$ cat config.mk
export PLATFORM = sky130hd
export DESIGN_NAME = dual_pwm_timebase_controller_unit
export DESIGN_NICKNAME = d
export VERILOG_FILES = /design/src/design/dpwm_pkg.sv /design/src/design/dpwm_in_reg.sv /design/src/design/dpwm_pwm_gate.sv /design/src/design/dpwm_timebase.sv /design/src/design/dual_pwm_timebase_controller_unit.sv
export SDC_FILE = /design/constraint.sdc
export NUM_CORES = 1
export LEC_CHECK = 0
export ABC_AREA = 1
export BUFFER_PORTS_ARGS = -buffer_cell sky130_fd_sc_hd__buf_2
export CAP_MARGIN = 20
export CORE_UTILIZATION = 58
export CTS_CLUSTER_SIZE = 10
export DETAILED_ROUTE_END_ITERATION = 10
export GPL_ROUTABILITY_DRIVEN = 0
export PLACE_DENSITY = 0.88
export SYNTH_ARGS = -nofsm -noshare
export SYNTH_HDL_FRONTEND = slang
export SYNTH_SLANG_ARGS = --single-unit
$ cat constraint.sdc
create_clock -name clock -period 3.6 [get_ports clock]
set_clock_uncertainty 0.1 [all_clocks]
set_input_delay 0.18 -clock clock [delete_from_list [all_inputs] [get_ports clock]]
set_output_delay 0.18 -clock clock [all_outputs]
set_load 0.01 [all_outputs]
$ cat src/design/dpwm_pkg.sv
// -----------------------------------------------------------------------------
// dpwm_pkg : shared types and constants of the dual pwm timebase controller
// Item layouts, command and flag codes, and the control structs passed between
// the input stage, the gate unit, the timebase and the top level.
// -----------------------------------------------------------------------------
package dpwm_pkg;

   // default build constants
   localparam int COUNT_WIDTH_DEFAULT  = 16;
   localparam int DIVIDE_RATIO_DEFAULT = 10;
   localparam int NUM_TIMERS           = 3;

   // command codes
   localparam logic [1:0] CMD_TICK  = 2'd0;
   localparam logic [1:0] CMD_LOAD  = 2'd1;
   localparam logic [1:0] CMD_CLEAR = 2'd2;

   // countdown select codes
   localparam logic [1:0] TSEL_SMOKE = 2'd0;
   localparam logic [1:0] TSEL_SLEEP = 2'd1;
   localparam logic [1:0] TSEL_OIL   = 2'd2;

   // sticky flag bit positions
   localparam int FLAG_1MS   = 0;
   localparam int FLAG_10MS  = 1;
   localparam int FLAG_100MS = 2;
   localparam int FLAG_DUTY  = 3;
   localparam int FLAG_SHORT = 4;
   localparam int NUM_FLAGS  = 5;

   // phase value that marks a duty update
   localparam logic [7:0] DUTY_MARK_PHASE = 8'd5;

   // reset value of the phase maximum register
   localparam logic [7:0] PHASE_MAX_RESET = 8'd100;

   // incoming command item
   typedef struct packed {
      logic [1:0]  cmd;
      logic        pwm_enable;
      logic        both_channels;
      logic        load_select;
      logic [7:0]  duty_a;
      logic [7:0]  duty_b;
      logic        short_check_armed;
      logic        heater_active;
      logic [1:0]  timer_select;
      logic [15:0] timer_value;
      logic [4:0]  clear_mask;
   } dpwm_req_type;

   // outgoing status item
   typedef struct packed {
      logic        gate_a;
      logic        gate_b;
      logic        check_window;
      logic        short_error;
      logic        duty_update;
      logic        flag_1ms;
      logic        flag_10ms;
      logic        flag_100ms;
      logic [15:0] smoke_left;
      logic [15:0] sleep_left;
      logic [15:0] oil_left;
      logic [7:0]  phase;
   } dpwm_rsp_type;

   // per-item strobes decoded from the command
   typedef struct packed {
      logic advance;
      logic load;
      logic clear;
   } dpwm_ctl_type;

   // next state of the gate unit
   typedef struct packed {
      logic [7:0] phase;
      logic       gate_a;
      logic       gate_b;
      logic       window;
   } dpwm_pwm_view_type;

   // flag set requests from the gate unit
   typedef struct packed {
      logic duty_set;
      logic short_set;
   } dpwm_pwm_event_type;

   // flag set requests from the timebase
   typedef struct packed {
      logic set_1ms;
      logic set_10ms;
      logic set_100ms;
   } dpwm_tb_event_type;

endpackage

$ cat src/design/dpwm_in_reg.sv
// -----------------------------------------------------------------------------
// dpwm_in_reg : input register of the controller
// Holds one accepted item until the processing stage takes it.
// -----------------------------------------------------------------------------
module dpwm_in_reg (
   input  logic                  clock,
   input  logic                  reset,
   input  logic                  req_valid,
   output logic                  req_stall,
   input  dpwm_pkg::dpwm_req_type req_item,
   input  logic                  out_free,
   output logic                  s1_valid,
   output dpwm_pkg::dpwm_req_type s1_item
);
   import dpwm_pkg::*;

   logic         valid_ff;
   logic         valid_in;
   dpwm_req_type item_ff;
   logic         accept;

   // stall only while an item waits and the next stage is blocked
   assign req_stall = valid_ff && !out_free;
   assign accept    = req_valid && !req_stall;

   // stage occupancy
   always_comb begin
      valid_in = accept || (valid_ff && !out_free);
   end

   always_ff @(posedge clock) begin
      if (reset) begin
         valid_ff <= 1'b0;
      end else begin
         valid_ff <= valid_in;
      end
   end

   // payload capture
   always_ff @(posedge clock) begin
      if (accept) begin
         item_ff <= req_item;
      end
   end

   assign s1_valid = valid_ff;
   assign s1_item  = item_ff;

endmodule

$ cat src/design/dpwm_pwm_gate.sv
// -----------------------------------------------------------------------------
// dpwm_pwm_gate : phase counter and gate compare unit
// Steps the wrapping phase on enabled ticks and updates the selected gates and the
// short-check window from the duty compares.
// -----------------------------------------------------------------------------
module dpwm_pwm_gate (
   input  logic                         clock,
   input  logic                         reset,
   input  dpwm_pkg::dpwm_ctl_type       ctl,
   input  dpwm_pkg::dpwm_req_type       item,
   input  logic [7:0]                   phase_max,
   output dpwm_pkg::dpwm_pwm_view_type  view_nxt,
   output dpwm_pkg::dpwm_pwm_event_type events
);
   import dpwm_pkg::*;

   logic [7:0] phase_ff;
   logic [7:0] phase_in;
   logic       gate_a_ff;
   logic       gate_a_in;
   logic       gate_b_ff;
   logic       gate_b_in;
   logic       window_ff;
   logic       window_in;

   logic       run;
   logic [7:0] phase_step;
   logic       drive_a;
   logic       drive_b;

   assign run     = ctl.advance && item.pwm_enable;
   assign drive_a = item.both_channels || !item.load_select;
   assign drive_b = item.both_channels || item.load_select;

   // wrapping phase step
   always_comb begin
      if (phase_ff < phase_max) begin
         phase_step = phase_ff + 8'd1;
      end else begin
         phase_step = 8'd0;
      end
   end

   // gate and window next values, channel b wins the window
   always_comb begin
      phase_in  = phase_ff;
      gate_a_in = gate_a_ff;
      gate_b_in = gate_b_ff;
      window_in = window_ff;
      if (run) begin
         phase_in = phase_step;
         if (drive_a) begin
            gate_a_in = (phase_step <= item.duty_a);
            window_in = (phase_step < item.duty_a);
         end
         if (drive_b) begin
            gate_b_in = (phase_step <= item.duty_b);
            window_in = (phase_step < item.duty_b);
         end
      end
   end

   always_ff @(posedge clock) begin
      if (reset) begin
         phase_ff  <= 8'd0;
         gate_a_ff <= 1'b0;
         gate_b_ff <= 1'b0;
         window_ff <= 1'b0;
      end else begin
         phase_ff  <= phase_in;
         gate_a_ff <= gate_a_in;
         gate_b_ff <= gate_b_in;
         window_ff <= window_in;
      end
   end

   // flag requests
   always_comb begin
      events.duty_set  = run && (phase_step == DUTY_MARK_PHASE);
      events.short_set = run && item.short_check_armed && !window_in;
   end

   always_comb begin
      view_nxt.phase  = phase_in;
      view_nxt.gate_a = gate_a_in;
      view_nxt.gate_b = gate_b_in;
      view_nxt.window = window_in;
   end

endmodule

$ cat src/design/dpwm_timebase.sv
// -----------------------------------------------------------------------------
// dpwm_timebase : cascaded period dividers and saturating countdowns
// Three divide-by-ratio stages raise the 1 ms, 10 ms and 100 ms requests; the
// 100 ms step counts the smoke and sleep countdowns, and the oil one while the heater is active, down to zero.
// -----------------------------------------------------------------------------
module dpwm_timebase #(
   parameter int COUNT_WIDTH  = dpwm_pkg::COUNT_WIDTH_DEFAULT,
   parameter int DIVIDE_RATIO = dpwm_pkg::DIVIDE_RATIO_DEFAULT
) (
   input  logic                                               clock,
   input  logic                                               reset,
   input  dpwm_pkg::dpwm_ctl_type                             ctl,
   input  dpwm_pkg::dpwm_req_type                             item,
   output dpwm_pkg::dpwm_tb_event_type                        events,
   output logic [dpwm_pkg::NUM_TIMERS-1:0][COUNT_WIDTH-1:0]   count_nxt
);
   import dpwm_pkg::*;

   localparam int DIV_WIDTH = $clog2(DIVIDE_RATIO + 1);
   localparam logic [DIV_WIDTH-1:0] DIV_LIMIT = DIV_WIDTH'(DIVIDE_RATIO);
   localparam logic [DIV_WIDTH-1:0] DIV_RESTART = DIV_WIDTH'(1);

   logic [DIV_WIDTH-1:0] div_1ms_ff;
   logic [DIV_WIDTH-1:0] div_1ms_in;
   logic [DIV_WIDTH-1:0] div_10ms_ff;
   logic [DIV_WIDTH-1:0] div_10ms_in;
   logic [DIV_WIDTH-1:0] div_100ms_ff;
   logic [DIV_WIDTH-1:0] div_100ms_in;
   logic [NUM_TIMERS-1:0][COUNT_WIDTH-1:0] count_ff;
   logic [NUM_TIMERS-1:0][COUNT_WIDTH-1:0] count_in;

   logic                   wrap_1ms;
   logic                   wrap_10ms;
   logic                   wrap_100ms;
   logic [31:0]            load_wide;
   logic [COUNT_WIDTH-1:0] load_val;

   // divider cascade, each stage steps only when the one below wraps
   always_comb begin
      wrap_1ms   = ctl.advance && !(div_1ms_ff < DIV_LIMIT);
      wrap_10ms  = wrap_1ms && !(div_10ms_ff < DIV_LIMIT);
      wrap_100ms = wrap_10ms && !(div_100ms_ff < DIV_LIMIT);

      div_1ms_in   = div_1ms_ff;
      div_10ms_in  = div_10ms_ff;
      div_100ms_in = div_100ms_ff;
      if (ctl.advance) begin
         div_1ms_in = wrap_1ms ? DIV_RESTART : DIV_WIDTH'(div_1ms_ff + 1'b1);
      end
      if (wrap_1ms) begin
         div_10ms_in = wrap_10ms ? DIV_RESTART : DIV_WIDTH'(div_10ms_ff + 1'b1);
      end
      if (wrap_10ms) begin
         div_100ms_in = wrap_100ms ? DIV_RESTART : DIV_WIDTH'(div_100ms_ff + 1'b1);
      end
   end

   always_comb begin
      events.set_1ms   = wrap_1ms;
      events.set_10ms  = wrap_10ms;
      events.set_100ms = wrap_100ms;
   end

   // load value fitted to the countdown width
   assign load_wide = 32'(item.timer_value);
   assign load_val  = load_wide[COUNT_WIDTH-1:0];

   // countdown load and saturating decrement
   always_comb begin
      for (int i = 0; i < NUM_TIMERS; i++) begin
         count_in[i] = count_ff[i];
         if (ctl.load && (item.timer_select == 2'(i))) begin
            count_in[i] = load_val;
         end else if (wrap_100ms && (count_ff[i] != '0) &&
                      ((2'(i) != TSEL_OIL) || item.heater_active)) begin
            count_in[i] = COUNT_WIDTH'(count_ff[i] - 1'b1);
         end
      end
   end

   always_ff @(posedge clock) begin
      if (reset) begin
         div_1ms_ff   <= '0;
         div_10ms_ff  <= '0;
         div_100ms_ff <= '0;
         count_ff     <= '0;
      end else begin
         div_1ms_ff   <= div_1ms_in;
         div_10ms_ff  <= div_10ms_in;
         div_100ms_ff <= div_100ms_in;
         count_ff     <= count_in;
      end
   end

   assign count_nxt = count_in;

endmodule

$ cat src/design/dual_pwm_timebase_controller_unit.sv
// -----------------------------------------------------------------------------
// dual_pwm_timebase_controller_unit : dual pwm gate driver with timebase
// Path: an accepted item passes the input register, then the result register, held there under rsp_stall
// Throughput: one item per cycle while rsp_stall is low, one pass of logic between two one-deep registers
// Reset: synchronous, clears valids, counters and flags, sets the phase maximum to 100
// -----------------------------------------------------------------------------
module dual_pwm_timebase_controller_unit #(
   parameter int COUNT_WIDTH  = dpwm_pkg::COUNT_WIDTH_DEFAULT,
   parameter int DIVIDE_RATIO = dpwm_pkg::DIVIDE_RATIO_DEFAULT
) (
   input  logic                   clock,
   input  logic                   reset,
   input  logic                   req_valid,
   output logic                   req_stall,
   input  dpwm_pkg::dpwm_req_type req_item,
   output logic                   rsp_valid,
   input  logic                   rsp_stall,
   output dpwm_pkg::dpwm_rsp_type rsp_item,
   input  logic                   csr_valid,
   output logic                   csr_ready,
   input  logic [7:0]             csr_data
);
   import dpwm_pkg::*;

   logic                 s1_valid;
   dpwm_req_type         s1_item;
   logic                 out_free;
   logic                 fire;
   dpwm_ctl_type         ctl;
   dpwm_pwm_view_type    pwm_nxt;
   dpwm_pwm_event_type   pwm_events;
   dpwm_tb_event_type    tb_events;
   logic [NUM_TIMERS-1:0][COUNT_WIDTH-1:0] count_nxt;
   logic [NUM_TIMERS-1:0][31:0]            count_wide;

   logic [7:0]           phase_max_ff;
   logic                 started_ff;
   logic                 started_in;
   logic [NUM_FLAGS-1:0] flags_ff;
   logic [NUM_FLAGS-1:0] flags_in;
   logic [NUM_FLAGS-1:0] flags_set;
   logic [NUM_FLAGS-1:0] flags_clr;
   logic                 out_valid_ff;
   logic                 out_valid_in;
   dpwm_rsp_type         out_item_ff;
   dpwm_rsp_type         out_item_in;

   // configuration register, always ready
   assign csr_ready = 1'b1;

   always_ff @(posedge clock) begin
      if (reset) begin
         phase_max_ff <= PHASE_MAX_RESET;
      end else if (csr_valid && csr_ready) begin
         phase_max_ff <= csr_data;
      end
   end

   // input register
   dpwm_in_reg u_in_reg (
      .clock     (clock),
      .reset     (reset),
      .req_valid (req_valid),
      .req_stall (req_stall),
      .req_item  (req_item),
      .out_free  (out_free),
      .s1_valid  (s1_valid),
      .s1_item   (s1_item)
   );

   // an item is processed when the result register can take it
   assign out_free = !out_valid_ff || !rsp_stall;
   assign fire     = s1_valid && out_free;

   // command decode, the very first tick only marks the start
   always_comb begin
      ctl.advance = fire && (s1_item.cmd == CMD_TICK) && started_ff;
      ctl.load    = fire && (s1_item.cmd == CMD_LOAD);
      ctl.clear   = fire && (s1_item.cmd == CMD_CLEAR);
      started_in  = started_ff || (fire && (s1_item.cmd == CMD_TICK));
   end

   dpwm_pwm_gate u_pwm_gate (
      .clock     (clock),
      .reset     (reset),
      .ctl       (ctl),
      .item      (s1_item),
      .phase_max (phase_max_ff),
      .view_nxt  (pwm_nxt),
      .events    (pwm_events)
   );

   dpwm_timebase #(
      .COUNT_WIDTH  (COUNT_WIDTH),
      .DIVIDE_RATIO (DIVIDE_RATIO)
   ) u_timebase (
      .clock     (clock),
      .reset     (reset),
      .ctl       (ctl),
      .item      (s1_item),
      .events    (tb_events),
      .count_nxt (count_nxt)
   );

   // sticky flags
   always_comb begin
      flags_set             = '0;
      flags_set[FLAG_1MS]   = tb_events.set_1ms;
      flags_set[FLAG_10MS]  = tb_events.set_10ms;
      flags_set[FLAG_100MS] = tb_events.set_100ms;
      flags_set[FLAG_DUTY]  = pwm_events.duty_set;
      flags_set[FLAG_SHORT] = pwm_events.short_set;
      flags_clr = ctl.clear ? s1_item.clear_mask : '0;
      flags_in  = (flags_ff | flags_set) & ~flags_clr;
   end

   always_ff @(posedge clock) begin
      if (reset) begin
         started_ff <= 1'b0;
         flags_ff   <= '0;
      end else begin
         started_ff <= started_in;
         flags_ff   <= flags_in;
      end
   end

   // countdowns shown at 16 bits
   always_comb begin
      for (int i = 0; i < NUM_TIMERS; i++) begin
         count_wide[i] = 32'(count_nxt[i]);
      end
   end

   // result register
   always_comb begin
      out_item_in = out_item_ff;
      if (fire) begin
         out_item_in.gate_a       = pwm_nxt.gate_a;
         out_item_in.gate_b       = pwm_nxt.gate_b;
         out_item_in.check_window = pwm_nxt.window;
         out_item_in.short_error  = flags_in[FLAG_SHORT];
         out_item_in.duty_update  = flags_in[FLAG_DUTY];
         out_item_in.flag_1ms     = flags_in[FLAG_1MS];
         out_item_in.flag_10ms    = flags_in[FLAG_10MS];
         out_item_in.flag_100ms   = flags_in[FLAG_100MS];
         out_item_in.smoke_left   = count_wide[TSEL_SMOKE][15:0];
         out_item_in.sleep_left   = count_wide[TSEL_SLEEP][15:0];
         out_item_in.oil_left     = count_wide[TSEL_OIL][15:0];
         out_item_in.phase        = pwm_nxt.phase;
      end
      out_valid_in = fire || (out_valid_ff && rsp_stall);
   end

   always_ff @(posedge clock) begin
      if (reset) begin
         out_valid_ff <= 1'b0;
      end else begin
         out_valid_ff <= out_valid_in;
      end
   end

   always_ff @(posedge clock) begin
      out_item_ff <= out_item_in;
   end

   assign rsp_valid = out_valid_ff;
   assign rsp_item  = out_item_ff;

endmodule

## Yosys cells after proc, flatten, opt, wreduce, memory -nomap -nowiden

Index checks and enable logic that the tools add are counted.

- Equality and inequality tests: 5
- Reduce and logical (&&, ||, !) cells: 42
- $add $sub $neg: 7
- Bitwise operators: 3
- Mux-type cells: 19
- Order comparisons: 8

Operators by type and width:

| operator | number |
|---|---|
| $mux W16 | 6 |
| $reduce_bool A16 Y1 | 3 |
| $sub A16 B1 Y16 const B | 3 |
| $lt A8 B8 Y1 | 3 |
| $logic_and A1 B1 Y1 | 22 |
| $le A8 B8 Y1 | 2 |
| $mux W8 | 2 |
| $add A4 B1 Y4 const B | 3 |
| $lt A4 B4 Y1 const B | 3 |
| $mux W4 | 3 |
| $logic_not A1 Y1 | 9 |
| $add A8 B1 Y8 const B | 1 |
| $eq A8 B3 Y1 const B | 1 |
| $mux W1 | 7 |
| $logic_or A1 B1 Y1 | 6 |
| $and A5 B5 Y5 | 1 |
| $mux W5 | 1 |
| $not A5 Y5 | 1 |
| $or A5 B5 Y5 | 1 |
| $eq A2 B1 Y1 const B | 2 |
| $eq A2 B2 Y1 const B | 2 |
| $logic_not A2 Y1 | 2 |

- Logic and storage cells: 122
- Input bits: 59
- Flip-flop bits (word level): 197

## Depth between registers and ports, before layout

- Word-level depth: 12
- Gate-level depth with buffers: 20
- Depth with buffers taken out: 20

## Hierarchy

From an unflattened synthesis, not the netlist that was laid out.

- Cell total of the unflattened synthesis: 1185
- Area, all modules: 9779.4 um^2

By module, submodules not included:

| module | cells an instance | instances | seq. area each (um^2) | area an instance (um^2) |
|---|---|---|---|---|
| dpwm_timebase | 763 | 1 | 1201.2 | 4416.7 |
| dual_pwm_timebase_controller_unit | 150 | 1 | 2222.1 | 2560.0 |
| dpwm_in_reg | 53 | 1 | 1401.3 | 1427.6 |
| dpwm_pwm_gate | 219 | 1 | 220.2 | 1375.1 |

## Least setup slack after synthesis

Ideal clock, no wire load.

- Kind: reg-to-reg
- From: register out_valid_ff (netlist: rsp_valid)
- To: register out_item_ff (netlist bit rsp_item[32]) (data pin)
- Slack: 0.758 ns
- Buffers on the path: 0
- Stages on the path, launching flop included: 17
- Clock period less this slack: 2.842 ns
- Arrival: 2.488 ns
- Library setup time: 0.254 ns
- Data required time: 3.246 ns
- Cell sequence: dfxtp_1 -> nand2_2 -> nand2_2 -> clkinv_2 -> nand4_4 -> nor2_4 -> nand2_4 -> inv_2 -> nand3_2 -> nor2_1 -> nand2_1 -> nor2_1 -> nand2_1 -> o21ai_0 -> nand2_1 -> nand2_1 -> nand2_1

RTL lines:

| item | RTL line | RTL |
|---|---|---|
| from (decl) | dual_pwm_timebase_controller_unit.sv:43 | `logic out_valid_ff;` |
| from (signal assigned) | dual_pwm_timebase_controller_unit.sv:158 | `out_valid_ff <= out_valid_in;` |
| to (signal assigned) | dual_pwm_timebase_controller_unit.sv:163 | `out_item_ff <= out_item_in;` |
| to (decl) | dual_pwm_timebase_controller_unit.sv:45 | `dpwm_rsp_type out_item_ff;` |

## Worst setup path after layout

- From: register phase_max_ff[3]
- To: register out_item_ff (netlist bit rsp_item[60]) (data pin)

- Longest elaborated chain between the ends: 10
- Elaborated cells on any way between the ends: 11
- Classes of those cells: 3 x order compare; 4 x mux; 2 x bitwise; 2 x reduce/logical

RTL lines:

| item | RTL line | RTL |
|---|---|---|
| from (decl) | dual_pwm_timebase_controller_unit.sv:36 | `logic [7:0] phase_max_ff;` |
| from (signal assigned) | dual_pwm_timebase_controller_unit.sv:55 | `phase_max_ff <= csr_data;` |
| $lt A8 B8 Y1 (*) | dpwm_pwm_gate.sv:37 | `if (phase_ff < phase_max) begin` |
| $mux W8 (*) | dpwm_pwm_gate.sv:37 |  |
| $lt A8 B8 Y1 | dpwm_pwm_gate.sv:54 | `window_in = (phase_step < item.duty_a);` |
| $mux W1 | dpwm_pwm_gate.sv:52 | `if (drive_a) begin` |
| $mux W1 (*) | dpwm_pwm_gate.sv:56 | `if (drive_b) begin` |
| $mux W1 (*) | dpwm_pwm_gate.sv:50 | `if (run) begin` |
| $logic_not A1 Y1 (*) | dpwm_pwm_gate.sv:80 | `events.short_set = run && item.short_check_armed && !window_in;` |
| $logic_and A1 B1 Y1 (*) | dpwm_pwm_gate.sv:80 |  |
| $or A5 B5 Y5 (*) | dual_pwm_timebase_controller_unit.sv:114 | `flags_in = (flags_ff \| flags_set) & ~flags_clr;` |
| $and A5 B5 Y5 (*) | dual_pwm_timebase_controller_unit.sv:114 |  |
| via flags_in[4] | dual_pwm_timebase_controller_unit.sv:40 | `logic [NUM_FLAGS-1:0] flags_in;` |

Mark *: on every way through the listed nets, which the timed path passes. The rest lies on a longest branch.
A chain may end at the register's enable or synchronous reset.

==> metrics.cfg <==
[status]
status=completed

[hold_path]
hp-start=csr_valid
worstHoldPathCells=3
min_path_type=in2reg
whs_endpoint=phase_max_ff[0]

[clock_tree]
hold_buffers=61
h-tree-depth=4
cts_root_buf=clkbuf_16
postCtsSetupBuffers=0
cts_buffers=17
cts_max_path_buffers=2
post_cts_resized=0
worstSkewPairLatency_ns=0.44
cts_sinks=197
tritoncts=done
clkTransAtPathRegs_ns=0.07

[routing]
wl_um=23300
dr.pass1.iters=9
route.detailed.drc=0
drt_iter0_drc=934
ant_nets=0
post_drt_wl_per_cell_um=16.2
vias_per_cell=5.45
vias=7811

[floorplanning]
rows=45
start_util_pct=59.6
die_h_um=127
die_w_um=127
die_area_um2=16200
io_pins=126
core_um2=15300

[setup_path]
end_kind=register
cp_max_fo=7
r2r_cells=18
startpoint_type=register
r2r_end=rsp_item[60]
worstSetupPathType=reg2reg
rrSetupSlack_ns=0.21
critPathRequiredTime_ns=3.70
r2r_start=phase_max_ff[3]
critical_path_arrival_ns=3.49

[global_routing]
grt_pass1_wl_um=37100
grt_pass1_vias=7728
overflow=0
antenna_found_initial=0
grtUsageTotal_pct=30.2
grt_max_degree=67

[sta]
max_freq_mhz=295
final.setup.tns_ns=0
slew_headroom_pct=30.0
setup_viol_count_final=0
fin_crit_ns=3.39
final-max-slew-violation-count=0
worstMarginPinSlew_ns=1.05
hold_violations=0
rsz0062_at_grt=false
fin_crit_sh_pct=94.2

[logic_synthesis]
synthTopCellsByArea=edfxtp_1 (36%), dfxtp_1 (19%), nand2_1 (10%)
ys_types=46
ys_ff_latch=197
synth_top_flop_cell=edfxtp_1
synth.top_cell.area_share_pct=36.3
seq_area_frac_synth_pct=55.5
yosysMostFrequentCell=nand2_1
synth_commonest_cells=nand2_1 (254), inv_1 (132), edfxtp_1 (110)
synth-async-reset-ratio_pct=0
synth_top_cell_by_area=edfxtp_1
synth-edff-count=110
syn_area_um2=9090
postSynthCellCount=1020
syn_avg_cell_area_um2=8.92
syn_nets=1110
yosysWarnings=0

[flow_run]
cap_violations=0

[final_layout]
fin_nets=1300
antenna_cells=0
fill_cells=1034
syn_to_final_growth_pct=22.6
drive_above_1_share_pct=15.0

[power]
power.total_mw=4.76
powerDensity_nw_per_um2=427
irDropWorstVdd_v=0.000464
leakagePower_nw=5.32

[placed_design]
detailed_place_hpwl_um=14700
numPortBuffers=124

==> registers in the layout, summed over array words and instances, names as in the netlist <==
signal                   cells
rsp_item                    64
u_timebase.count_ff         48
u_in_reg.s1_item            46
phase_max_ff                 8
u_pwm_gate.phase_ff          8
flags_ff                     5
u_timebase.div_100ms_ff      4
u_timebase.div_10ms_ff       4
u_timebase.div_1ms_ff        4
rsp_valid                    1
started_ff                   1
u_in_reg.s1_valid            1
u_pwm_gate.gate_a_ff         1
u_pwm_gate.gate_b_ff         1
u_pwm_gate.window_ff         1
==> where the power goes <==
part           internal [mW]  total (mW)  switching, mW
clock network           1.10        1.96          0.860
registers               2.45        2.49         0.0408
logic                  0.130       0.313          0.182
total                   3.68        4.76           1.08
==> layer usage <==
| layer | part of all wire, % | track usage, % | vias up |
|---|---|---|---|
| met4 | 4.6 | 16.4 | 0 |
| met3 | 8.4 | 7.50 | 94 |
| met5 | 0 | 0 | - |
| met1 | 39 | 36.1 | 3572 |
| li1 | - | - | 3723 |
| met2 | 48 | 50.4 | 422 |
==> cell families after synthesis <==
logic type                 Yosys count  share of synthesized area, %
adders and majority gates           31                          4.26
and+or+nand+nor                    462                          22.0
DFF                                197                          55.5
xor gates and xnor gates            35                          3.37
buffers and inverters              155                          6.51
AOI/OAI and AO/OA                  139                          8.36
other                                1                        0.0412
==> through the flow <==
stage | hold WS, ns | utilization, % | area [um2] | cells | setup slack (ns)
2_1_floorplan | 0.179 | - | 9090 | 1020 | 0.758
3_3_place_gp | 0.256 | 65.1 | 9940 | 1341 | 0.700
3_5_place_dp | 0.258 | 65.1 | 9940 | 1341 | 0.527
4_1_cts | 0.0207 | 73.1 | 11100 | 1434 | 0.431
5_1_grt | 0.0692 | 73.1 | 11100 | 1434 | 0.0430
6_report | 0.0311 | 73.1 | 11100 | 1434 | 0.208
==> area by class of cell <==
type	instances	area, um2	share of cell area [%]
flip-flops and latches	197	5040	45.2
multi-input cells	668	3460	31.0
repair buffers	189	1260	11.3
inverters	137	518	4.65
clock buffers	18	429	3.85
well taps	211	264	2.37
clock inverters	14	174	1.56
==> worst max-delay path, stage by stage, from the launching register on <==
cell      delay [ns]
dfxtp_1         0.34
inv_1           0.07
ha_1            0.32
a21oi_1         0.18
nand2_1         0.10
nand2_1         0.12
nand2_1         0.15
inv_1           0.16
nand3_1         0.13
inv_1           0.12
ha_1            0.28
nand2_1         0.11
nor2_1          0.06
a211oi_1        0.31
nand3_1         0.22
nand3_1         0.14
nand2_1         0.07
nand2_1         0.12
inv_1           0.06
==> worst max-delay path by stage <==
stage / from / end / slack, ns / cells past startpoint
floorplan: rsp_valid / rsp_item[32] / 0.76 / 16
global placement: phase_max_ff[7] / rsp_item[60] / 0.70 / 17
detailed placement: phase_max_ff[7] / rsp_item[60] / 0.53 / 15
CTS: phase_max_ff[7] / rsp_item[60] / 0.43 / 15
global route: phase_max_ff[3] / rsp_item[60] / 0.04 / 18
finish: phase_max_ff[3] / rsp_item[60] / 0.21 / 18
==> layout by cell type, fill, tap and decap left out, types with 7 or more instances in the layout <==
cell	Yosys	final
clkbuf_16	0	17
a21oi_1	69	69
nor4_1	8	8
nand2_1	254	254
o21ai_0	42	42
nor2_1	106	106
a31oi_1	8	8
xor2_1	28	28
nand3_1	27	27
ha_1	31	31
inv_1	132	131
dlygate4sd3_1	0	61
dfxtp_1	87	87
nor3_1	25	25
buf_2	2	124
xnor2_1	7	7
nand4_1	15	15
edfxtp_1	110	110
No activity file was read; power rests on OpenSTA's default activity.
